[src/sv/dapt_pkg.sv]
// Shared types and constants for the alarm pending tracker.
package dapt_pkg;

    localparam int ID_W  = 5;
    localparam int CNT_W = 6;

    typedef enum logic [1:0] {
        KIND_RAISE  = 2'd0,
        KIND_REMOVE = 2'd1,
        KIND_DONE   = 2'd2,
        KIND_CLEAR  = 2'd3
    } dapt_kind_t;

    typedef struct packed {
        logic             wr_en;
        logic             shift_en;
        logic [ID_W-1:0]  id;
        logic [CNT_W-1:0] fill;
    } dapt_ctrl_t;

endpackage

[src/sv/dapt_if.sv]
// Valid/ready channel interfaces for commands, results and configuration.
interface dapt_cmd_if;
    import dapt_pkg::*;
    logic            valid;
    logic            ready;
    logic [1:0]      kind;
    logic [ID_W-1:0] alarm_id;
    modport source (output valid, output kind, output alarm_id, input ready);
    modport sink (input valid, input kind, input alarm_id, output ready);
endinterface

interface dapt_res_if;
    import dapt_pkg::*;
    logic             valid;
    logic             ready;
    logic             added;
    logic             top_valid;
    logic [ID_W-1:0]  top_id;
    logic [CNT_W-1:0] pending_count;
    logic [CNT_W-1:0] processed_count;
    modport source (output valid, output added, output top_valid, output top_id,
                    output pending_count, output processed_count, input ready);
    modport sink (input valid, input added, input top_valid, input top_id,
                  input pending_count, input processed_count, output ready);
endinterface

interface dapt_cfg_if;
    logic valid;
    logic ready;
    logic clear_enable;
    modport source (output valid, output clear_enable, input ready);
    modport sink (input valid, input clear_enable, output ready);
endinterface

[src/sv/dapt_cell.sv]
// One slot of the pending list: holds an identifier and shifts left on removal.
module dapt_cell #(
    parameter int IDX = 0
) (
    input  logic                      clk,
    input  dapt_pkg::dapt_ctrl_t      ctrl,
    input  logic                      shift_in,
    input  logic [dapt_pkg::ID_W-1:0] right_slot,
    output logic [dapt_pkg::ID_W-1:0] slot,
    output logic                      match,
    output logic                      shift_out,
    output logic [dapt_pkg::ID_W-1:0] top_part
);
    import dapt_pkg::*;

    logic [ID_W-1:0] slot_reg;
    logic [ID_W-1:0] slot_next;
    logic            active;
    logic            is_top;
    logic            is_tail;

    always_comb
    begin
        active    = (IDX < int'(ctrl.fill));
        is_top    = ((IDX + 1) == int'(ctrl.fill));
        is_tail   = (IDX == int'(ctrl.fill));
        match     = active && (slot_reg == ctrl.id);
        shift_out = shift_in || match;
        top_part  = is_top ? slot_reg : '0;
        slot_next = slot_reg;
        if (ctrl.wr_en && is_tail)
        begin
            slot_next = ctrl.id;
        end
        else if (ctrl.shift_en && shift_out)
        begin
            slot_next = right_slot;
        end
    end

    always_ff @(posedge clk)
    begin
        slot_reg <= slot_next;
    end

    assign slot = slot_reg;

endmodule

[src/sv/dedup_alarm_pending_tracker.sv]
// Top level of the alarm pending tracker with its row of list cells.
// A new command transaction is accepted only once the result of the previous one is being
// formed; the cell row updates first and the result is then formed from the updated row,
// held back while the result channel stalls.
// Reset: pending list and processed set empty, clear_enable set to 1; slot contents are
// left unset and only slots below the fill count are ever read.
module dedup_alarm_pending_tracker #(
    parameter int NUM_ALARMS = 32
) (
    input logic       clk,
    input logic       rst_n,
    dapt_cmd_if.sink  cmd,
    dapt_cfg_if.sink  cfg,
    dapt_res_if.source res
);
    import dapt_pkg::*;

    logic                  cmd_valid_reg, cmd_valid_next;
    logic                  report_reg, report_next;
    logic                  out_valid_reg, out_valid_next;
    dapt_kind_t            kind_reg;
    logic [ID_W-1:0]       id_reg;
    logic [CNT_W-1:0]      fill_reg, fill_next;
    logic [CNT_W-1:0]      proc_cnt_reg, proc_cnt_next;
    logic [NUM_ALARMS-1:0] map_reg, map_next;
    logic                  clear_enable_reg;
    logic                  added_reg, added_next;

    logic                  out_added_reg;
    logic                  out_top_valid_reg;
    logic [ID_W-1:0]       out_top_id_reg;
    logic [CNT_W-1:0]      out_pending_reg;
    logic [CNT_W-1:0]      out_processed_reg;

    logic [ID_W-1:0]       slot_vec [NUM_ALARMS];
    logic [ID_W-1:0]       top_vec  [NUM_ALARMS];
    logic [NUM_ALARMS:0]   shift_chain;
    logic [NUM_ALARMS-1:0] match_vec;
    logic [NUM_ALARMS-1:0] id_hot;
    logic [NUM_ALARMS-1:0] top_hot;
    logic [ID_W-1:0]       top_id;
    logic                  in_range;
    logic                  found;
    logic                  map_hit;
    logic                  do_add;
    logic                  report_go;
    logic                  accept;
    dapt_ctrl_t            ctrl;

    assign shift_chain[0] = 1'b0;

    for (genvar i = 0; i < NUM_ALARMS; i++)
    begin : g_cell
        logic [ID_W-1:0] right_slot;
        if (i == NUM_ALARMS - 1)
        begin : g_last
            assign right_slot = '0;
        end
        else
        begin : g_mid
            assign right_slot = slot_vec[i+1];
        end
        dapt_cell #(.IDX(i)) u_cell (
            .clk        (clk),
            .ctrl       (ctrl),
            .shift_in   (shift_chain[i]),
            .right_slot (right_slot),
            .slot       (slot_vec[i]),
            .match      (match_vec[i]),
            .shift_out  (shift_chain[i+1]),
            .top_part   (top_vec[i])
        );
    end

    always_comb
    begin
        top_id = '0;
        for (int k = 0; k < NUM_ALARMS; k++)
        begin
            top_id  = top_id | top_vec[k];
            id_hot[k]  = (k == int'(id_reg));
        end
        for (int k = 0; k < NUM_ALARMS; k++)
        begin
            top_hot[k] = (k == int'(top_id));
        end
    end

    always_comb
    begin
        in_range  = (int'(id_reg) < NUM_ALARMS);
        found     = |match_vec;
        map_hit   = |(map_reg & id_hot);
        do_add    = cmd_valid_reg && (kind_reg == KIND_RAISE) && in_range && !found
                    && !map_hit && (int'(fill_reg) < NUM_ALARMS);

        ctrl.wr_en    = do_add;
        ctrl.shift_en = cmd_valid_reg && (kind_reg == KIND_REMOVE) && in_range;
        ctrl.id       = id_reg;
        ctrl.fill     = fill_reg;

        report_go = report_reg && (!out_valid_reg || res.ready);
        accept    = cmd.valid && cmd.ready;

        fill_next     = fill_reg;
        proc_cnt_next = proc_cnt_reg;
        map_next      = map_reg;
        added_next    = added_reg;

        if (cmd_valid_reg)
        begin
            added_next = do_add;
            case (kind_reg)
                KIND_RAISE:
                begin
                    if (do_add)
                    begin
                        fill_next = fill_reg + CNT_W'(1);
                    end
                end
                KIND_REMOVE:
                begin
                    if (in_range)
                    begin
                        fill_next = fill_reg - CNT_W'(found);
                        map_next  = map_reg & ~id_hot;
                        if (map_hit)
                        begin
                            proc_cnt_next = proc_cnt_reg - CNT_W'(1);
                        end
                    end
                end
                KIND_DONE:
                begin
                    if (fill_reg != '0)
                    begin
                        fill_next     = fill_reg - CNT_W'(1);
                        map_next      = map_reg | top_hot;
                        proc_cnt_next = proc_cnt_reg + CNT_W'(1);
                    end
                end
                KIND_CLEAR:
                begin
                    if (clear_enable_reg)
                    begin
                        map_next      = '0;
                        proc_cnt_next = '0;
                    end
                end
                default:
                begin
                    fill_next = fill_reg;
                end
            endcase
        end

        cmd_valid_next = accept ? 1'b1 : 1'b0;
        report_next    = cmd_valid_reg ? 1'b1 : (report_go ? 1'b0 : report_reg);
        out_valid_next = report_go ? 1'b1 : (res.ready ? 1'b0 : out_valid_reg);
    end

    assign cmd.ready = !cmd_valid_reg && (!report_reg || report_go);
    assign cfg.ready = 1'b1;

    always_ff @(posedge clk or negedge rst_n)
    begin
        if (!rst_n)
        begin
            cmd_valid_reg    <= 1'b0;
            report_reg       <= 1'b0;
            out_valid_reg    <= 1'b0;
            fill_reg         <= '0;
            proc_cnt_reg     <= '0;
            map_reg          <= '0;
            clear_enable_reg <= 1'b1;
        end
        else
        begin
            cmd_valid_reg <= cmd_valid_next;
            report_reg    <= report_next;
            out_valid_reg <= out_valid_next;
            fill_reg      <= fill_next;
            proc_cnt_reg  <= proc_cnt_next;
            map_reg       <= map_next;
            if (cfg.valid && cfg.ready)
            begin
                clear_enable_reg <= cfg.clear_enable;
            end
        end
    end

    always_ff @(posedge clk)
    begin
        added_reg <= added_next;
        if (accept)
        begin
            kind_reg <= dapt_kind_t'(cmd.kind);
            id_reg   <= cmd.alarm_id;
        end
        if (report_go)
        begin
            out_added_reg     <= added_reg;
            out_top_valid_reg <= (fill_reg != '0);
            out_top_id_reg    <= top_id;
            out_pending_reg   <= fill_reg;
            out_processed_reg <= proc_cnt_reg;
        end
    end

    assign res.valid           = out_valid_reg;
    assign res.added           = out_added_reg;
    assign res.top_valid       = out_top_valid_reg;
    assign res.top_id          = out_top_id_reg;
    assign res.pending_count   = out_pending_reg;
    assign res.processed_count = out_processed_reg;

endmodule

[src/flat_wrapper.sv]
// flat-port wrapper written by rule: the top's interface ports become plain ports
module dedup_alarm_pending_tracker_flat import dapt_pkg::*;
#(
    parameter int NUM_ALARMS = 32
)
  (clk, rst_n, cmd_valid, cmd_kind, cmd_alarm_id, cmd_ready, cfg_valid, cfg_clear_enable, cfg_ready, res_valid, res_added, res_top_valid, res_top_id, res_pending_count, res_processed_count, res_ready);
  dapt_cmd_if cmd_i ();
  dapt_cfg_if cfg_i ();
  dapt_res_if res_i ();
  input logic clk;
  input logic rst_n;
  input wire logic [$bits(cmd_i.valid)-1:0] cmd_valid;
  input wire logic [$bits(cmd_i.kind)-1:0] cmd_kind;
  input wire logic [$bits(cmd_i.alarm_id)-1:0] cmd_alarm_id;
  output wire logic [$bits(cmd_i.ready)-1:0] cmd_ready;
  input wire logic [$bits(cfg_i.valid)-1:0] cfg_valid;
  input wire logic [$bits(cfg_i.clear_enable)-1:0] cfg_clear_enable;
  output wire logic [$bits(cfg_i.ready)-1:0] cfg_ready;
  output wire logic [$bits(res_i.valid)-1:0] res_valid;
  output wire logic [$bits(res_i.added)-1:0] res_added;
  output wire logic [$bits(res_i.top_valid)-1:0] res_top_valid;
  output wire logic [$bits(res_i.top_id)-1:0] res_top_id;
  output wire logic [$bits(res_i.pending_count)-1:0] res_pending_count;
  output wire logic [$bits(res_i.processed_count)-1:0] res_processed_count;
  input wire logic [$bits(res_i.ready)-1:0] res_ready;
  assign cmd_i.valid = cmd_valid;
  assign cmd_i.kind = cmd_kind;
  assign cmd_i.alarm_id = cmd_alarm_id;
  assign cmd_ready = cmd_i.ready;
  assign cfg_i.valid = cfg_valid;
  assign cfg_i.clear_enable = cfg_clear_enable;
  assign cfg_ready = cfg_i.ready;
  assign res_valid = res_i.valid;
  assign res_added = res_i.added;
  assign res_top_valid = res_i.top_valid;
  assign res_top_id = res_i.top_id;
  assign res_pending_count = res_i.pending_count;
  assign res_processed_count = res_i.processed_count;
  assign res_i.ready = res_ready;
  dedup_alarm_pending_tracker #(.NUM_ALARMS(NUM_ALARMS)) u_core (.clk(clk), .rst_n(rst_n), .cmd(cmd_i), .cfg(cfg_i), .res(res_i));
endmodule
[config.mk]
export PLATFORM = sky130hd
export DESIGN_NAME = dedup_alarm_pending_tracker_flat
export DESIGN_NICKNAME = d
export VERILOG_FILES = /design/src/sv/dapt_pkg.sv /design/src/sv/dapt_if.sv /design/src/sv/dapt_cell.sv /design/src/sv/dedup_alarm_pending_tracker.sv /design/src/flat_wrapper.sv
export SDC_FILE = /design/constraint.sdc
export NUM_CORES = 1
export LEC_CHECK = 0
export BUFFER_PORTS_ARGS = -buffer_cell sky130_fd_sc_hd__buf_2
export CAP_MARGIN = 20
export CORE_MARGIN = 4
export CORE_UTILIZATION = 36
export DETAILED_ROUTE_END_ITERATION = 7
export GPL_TIMING_DRIVEN = 0
export HOLD_SLACK_MARGIN = 0.03
export SLEW_MARGIN = 10
export SYNTH_ARGS = -nofsm -noshare
export SYNTH_HDL_FRONTEND = slang
export SYNTH_SLANG_ARGS = --single-unit
[constraint.sdc]
create_clock -name clk -period 4.6 [get_ports clk]
set_clock_uncertainty 0.15 [all_clocks]
set_input_delay 0.23 -clock clk [delete_from_list [all_inputs] [get_ports clk]]
set_output_delay 0.23 -clock clk [all_outputs]
set_load 0.02 [all_outputs]
==> flow_metrics.tcl <==
set metrics [dict create \
    cp_cell_sequence "buf_4 -> ha_2 -> o21ai_0 -> nand2_1 -> a311o_1 -> or4_4 -> nor4_4 -> buf_12 -> and3_4 -> nand2_4 -> ha_4 -> inv_2 -> fa_2 -> buf_4 -> buf_4 -> xnor2_2 -> a221o_1 -> a311oi_1" \
    endpoint_kind "flip-flop" \
    htreeDepth 1 \
    violations "negative setup slack" \
    synthCells 1481 \
    largest_reg_flops 160 \
    setup_slack_ns -0.0309 \
    place_hpwl_mm 48.9 \
    critPathMaxStageDelay_ns 0.50 \
    ios 35 \
    path_common_cell "buf_4" \
    place_area_mm2 0.0167 \
    final_area_mm2 0.0188 \
    synth_compound_area_share_pct 10.8 \
    core_area_mm2 0.0432 \
    synth_adder_area_share_pct 1.45 \
    crit_family "simple AND/OR/NAND/NOR gates" \
    fin_setup_tns_ns -0.0550 \
    antenna_found_initial 3 \
    cap_violations 0 \
    p_leak_nw 6.53 \
    cp.arrival_ns 4.94 \
    synth_flop_cell "edfxtp_1" \
    nets 1620 \
    synth.most_common_cell "edfxtp_1" \
    drt-total-wl_mm 65.2 \
    port_buffers 33 \
    area_growth_pct 19.6 \
    start_kind "flip-flop" \
    post-route-period-util_pct 101 \
    ys_seq_area_share_pct 43.3 \
    multi_input_area_mm2 0.00892 \
    grtUsageMet3_pct 6.33 \
    slowest_stage "or4_4" \
    async_reset_ff_share_pct 20.4 \
    ant_nets 0 \
    die_area_mm2 0.0472 \
    fp-row-count 76 \
    power_density_mw_per_mm2 469 \
    status "finished, violations left" \
    via_per_inst 6.32 \
    cts_tree "built" \
    yosysWarnings 0 \
    crit_buf_inv 5 \
    cts_buffer_depth 3 \
    grt.met1_usage_pct 35.4 \
    use_met2_pct 42.1 \
    min_period_ns 4.63 \
    initial_core_util_pct 36.5 \
    synth-simple-area-share_pct 18.7 \
    worst-setup-path-type "reg2reg" \
    post-route-drc-count 0 \
    dr.pass1.iters 5 \
    yosys.area.top_type "edfxtp_1" \
    rsz0062_at_grt "yes" \
    register_area_mm2 0.00682 \
    min_path_type "in2async" \
    worstPathMaxFanout 10 \
    peakVddDrop_uv 268 \
    final-max-slew-violation-count 0 \
    drt_iter0_markers 2005 \
    cts_buffers 26 \
    yosysTopAreaCellShare_pct 35.6 \
    synth_commonest_cells "edfxtp_1 (187), nand3_1 (142), mux2_2 (129), xnor2_1 (95), clkbuf_1 (87)" \
    fp.dieH_um 217 \
    finalSetupViolCount 3 \
    place.gp.congestion 1.05 \
    synth_top_family_by_area "simple AND/OR/NAND/NOR gates" \
    cts.sinks 235 \
    worst_slew_pin_slew_ns 0.958 \
    relSlewSlack_pct 36.2 \
    fillers 4157 \
    fin_hold_ws_ns 0.116 \
    root_buffer "clkbuf_16" \
    drive_gt1_share_pct 28.2 \
    syn_area_mm2 0.0158 \
    grt_start_max_net_pins 29 \
    grt_overflow 0 \
    syn_nets 1511 \
    synth_edf_count 187 \
    synth_cell_types 83 \
    grt-busiest-layer "met2" \
    routedWlPerCell_um 29.7 \
    synth-seq-cells 235 \
    clk_pin_slew_ns 0.06 \
    synth_area_leaders "edfxtp_1 (36%), mux2_2 (9.2%), dfrtp_1 (7.5%), xnor2_1 (5.3%), nand3_1 (4.5%)" \
    synthMuxAreaShare_pct 12.1 \
    die_w_um 217 \
    avgSynthCellArea_um2 10.6 \
    grt_use_total_pct 26.9 \
    vias 13900 \
    crit_required_ns 4.91 \
    fmax_ghz 0.216 \
    clock_latency_ns 0.57 \
    grt_pass1_vias 13700 \
    final-hold-violation-count 0 \
    grt_pass1_wl_mm 94.7 \
    synth_xor_xnor_area_share_pct 9.17 \
]
[where the power goes]
part | leakage, nW | internal (mW) | switching (mW)
registers | 2.33 | 2.59 | 0.199
logic | 3.79 | 1.31 | 2.68
clock network | 0.402 | 1.17 | 0.884
[path summary, 6_finish.rpt]
| kind | start | endpoint | slack (ns) | cells after the start |
|---|---|---|---|---|
| max | u_core.fill_reg[1]$_DFFE_PN0P_ | u_core.fill_reg[2]$_DFFE_PN0P_ | -0.03 | 18 |
| min | rst_n | u_core.proc_cnt_reg[5]$_DFFE_PN0P_ | 0.12 | 2 |
| max reg2reg | u_core.fill_reg[1]$_DFFE_PN0P_ | u_core.fill_reg[2]$_DFFE_PN0P_ | -0.03 | 18 |
| min reg2reg | u_core.added_reg$_DFFE_PP_ | u_core.res.added$_DFFE_PP_ | 0.27 | 0 |
| max in group asynchronous | rst_n | u_core.clear_enable_reg$_DFFE_PN1P_ | 3.54 | 3 |
| min in group clk | cmd_kind[1] | u_core.kind_reg[1]$_DFFE_PP_ | 0.21 | 2 |
[area by class of cell]
cell class / count / area share, %
Clock inverter: 14 / 0.704
Timing Repair Buffer: 84 / 3.46
Multi-Input combinational cell: 1079 / 47.3
Clock buffer: 33 / 3.64
Inverter: 37 / 0.883
Sequential cell: 235 / 36.2
Tap cell: 585 / 3.88
Buffer: 127 / 3.88
Antenna cell: 1 / 0.0133
[kinds of logic after synthesis]
group                    count (synthesis)
AND/OR/NAND/NOR                        484
AO/OA/AOI/OAI                          248
flip-flops                             235
buffers and inverters                  167
XOR/XNOR                               165
multiplexers                           164
adder cells (fa/ha/maj)                 17
other                                    1
[worst reg2reg max path, stage by stage (launching register included)]
cell      delay, ns
dfrtp_2        0.45
buf_4          0.21
ha_2           0.27
o21ai_0        0.25
nand2_1        0.22
a311o_1        0.42
or4_4          0.50
nor4_4         0.33
buf_12         0.16
and3_4         0.20
nand2_4        0.07
ha_4           0.20
inv_2          0.05
fa_2           0.20
buf_4          0.11
buf_4          0.11
xnor2_2        0.08
a221o_1        0.31
a311oi_1       0.26
[layer usage]
| layer | wire length [µm] | up-vias | share of wire, % |
|---|---|---|---|
| li1 | - | 5830 | - |
| met1 | 25700 | 6936 | 39 |
| met2 | 29000 | 862 | 45 |
| met3 | 6800 | 232 | 10 |
| met4 | 3660 | 2 | 5.6 |
| met5 | 13 | - | 0.020 |
[what timing repair did]
action,4_1_cts,5_1_grt
buffers inserted,26,12
endpoints found under the setup margin,362,328
hold buffers,12,0
gates resized for setup,145,103
hold endpoints to repair,58,0
pin swaps,21,29
[stage by stage]
stage	setup slack [ns]	util (%)	total power, mW	std cells
after floorplan	0.0380	-	4.85	1481
after global placement	-1.76	38.6	6.04	2099
after detailed placement	-1.73	38.7	6.07	2100
after CTS	-0.0804	42.6	8.49	2184
after global routing	-0.0668	43.7	9.13	2195
final	-0.0309	43.7	8.83	2195
[cell usage in the layout (no fill, tap or decap), types with 8 or more instances in the layout]
master and count:
clkbuf_2 15, o21ai_0 48, buf_2 39, inv_1 28, nand4_1 52, nand3b_1 12
mux2i_1 10, o22ai_4 9, buf_4 49, nor2_1 28, mux2_2 128, and2_1 8
clkbuf_1 71, nor2b_1 9, xor2_1 70, a2bb2oi_1 13, buf_6 14, nand2_1 61
clkbuf_16 26, nor3b_1 16, nand3_1 141, ha_1 10, nor3_4 31, dfrtp_1 44
xnor2_1 93, edfxtp_1 187, o2111ai_1 14, a31oi_1 24, a21oi_1 34, dlygate4sd3_1 12
mux2_4 21, a21o_1 12, and3_1 8, nor4_2 8, nor3_1 38
(Power assumes the default switching activity.)
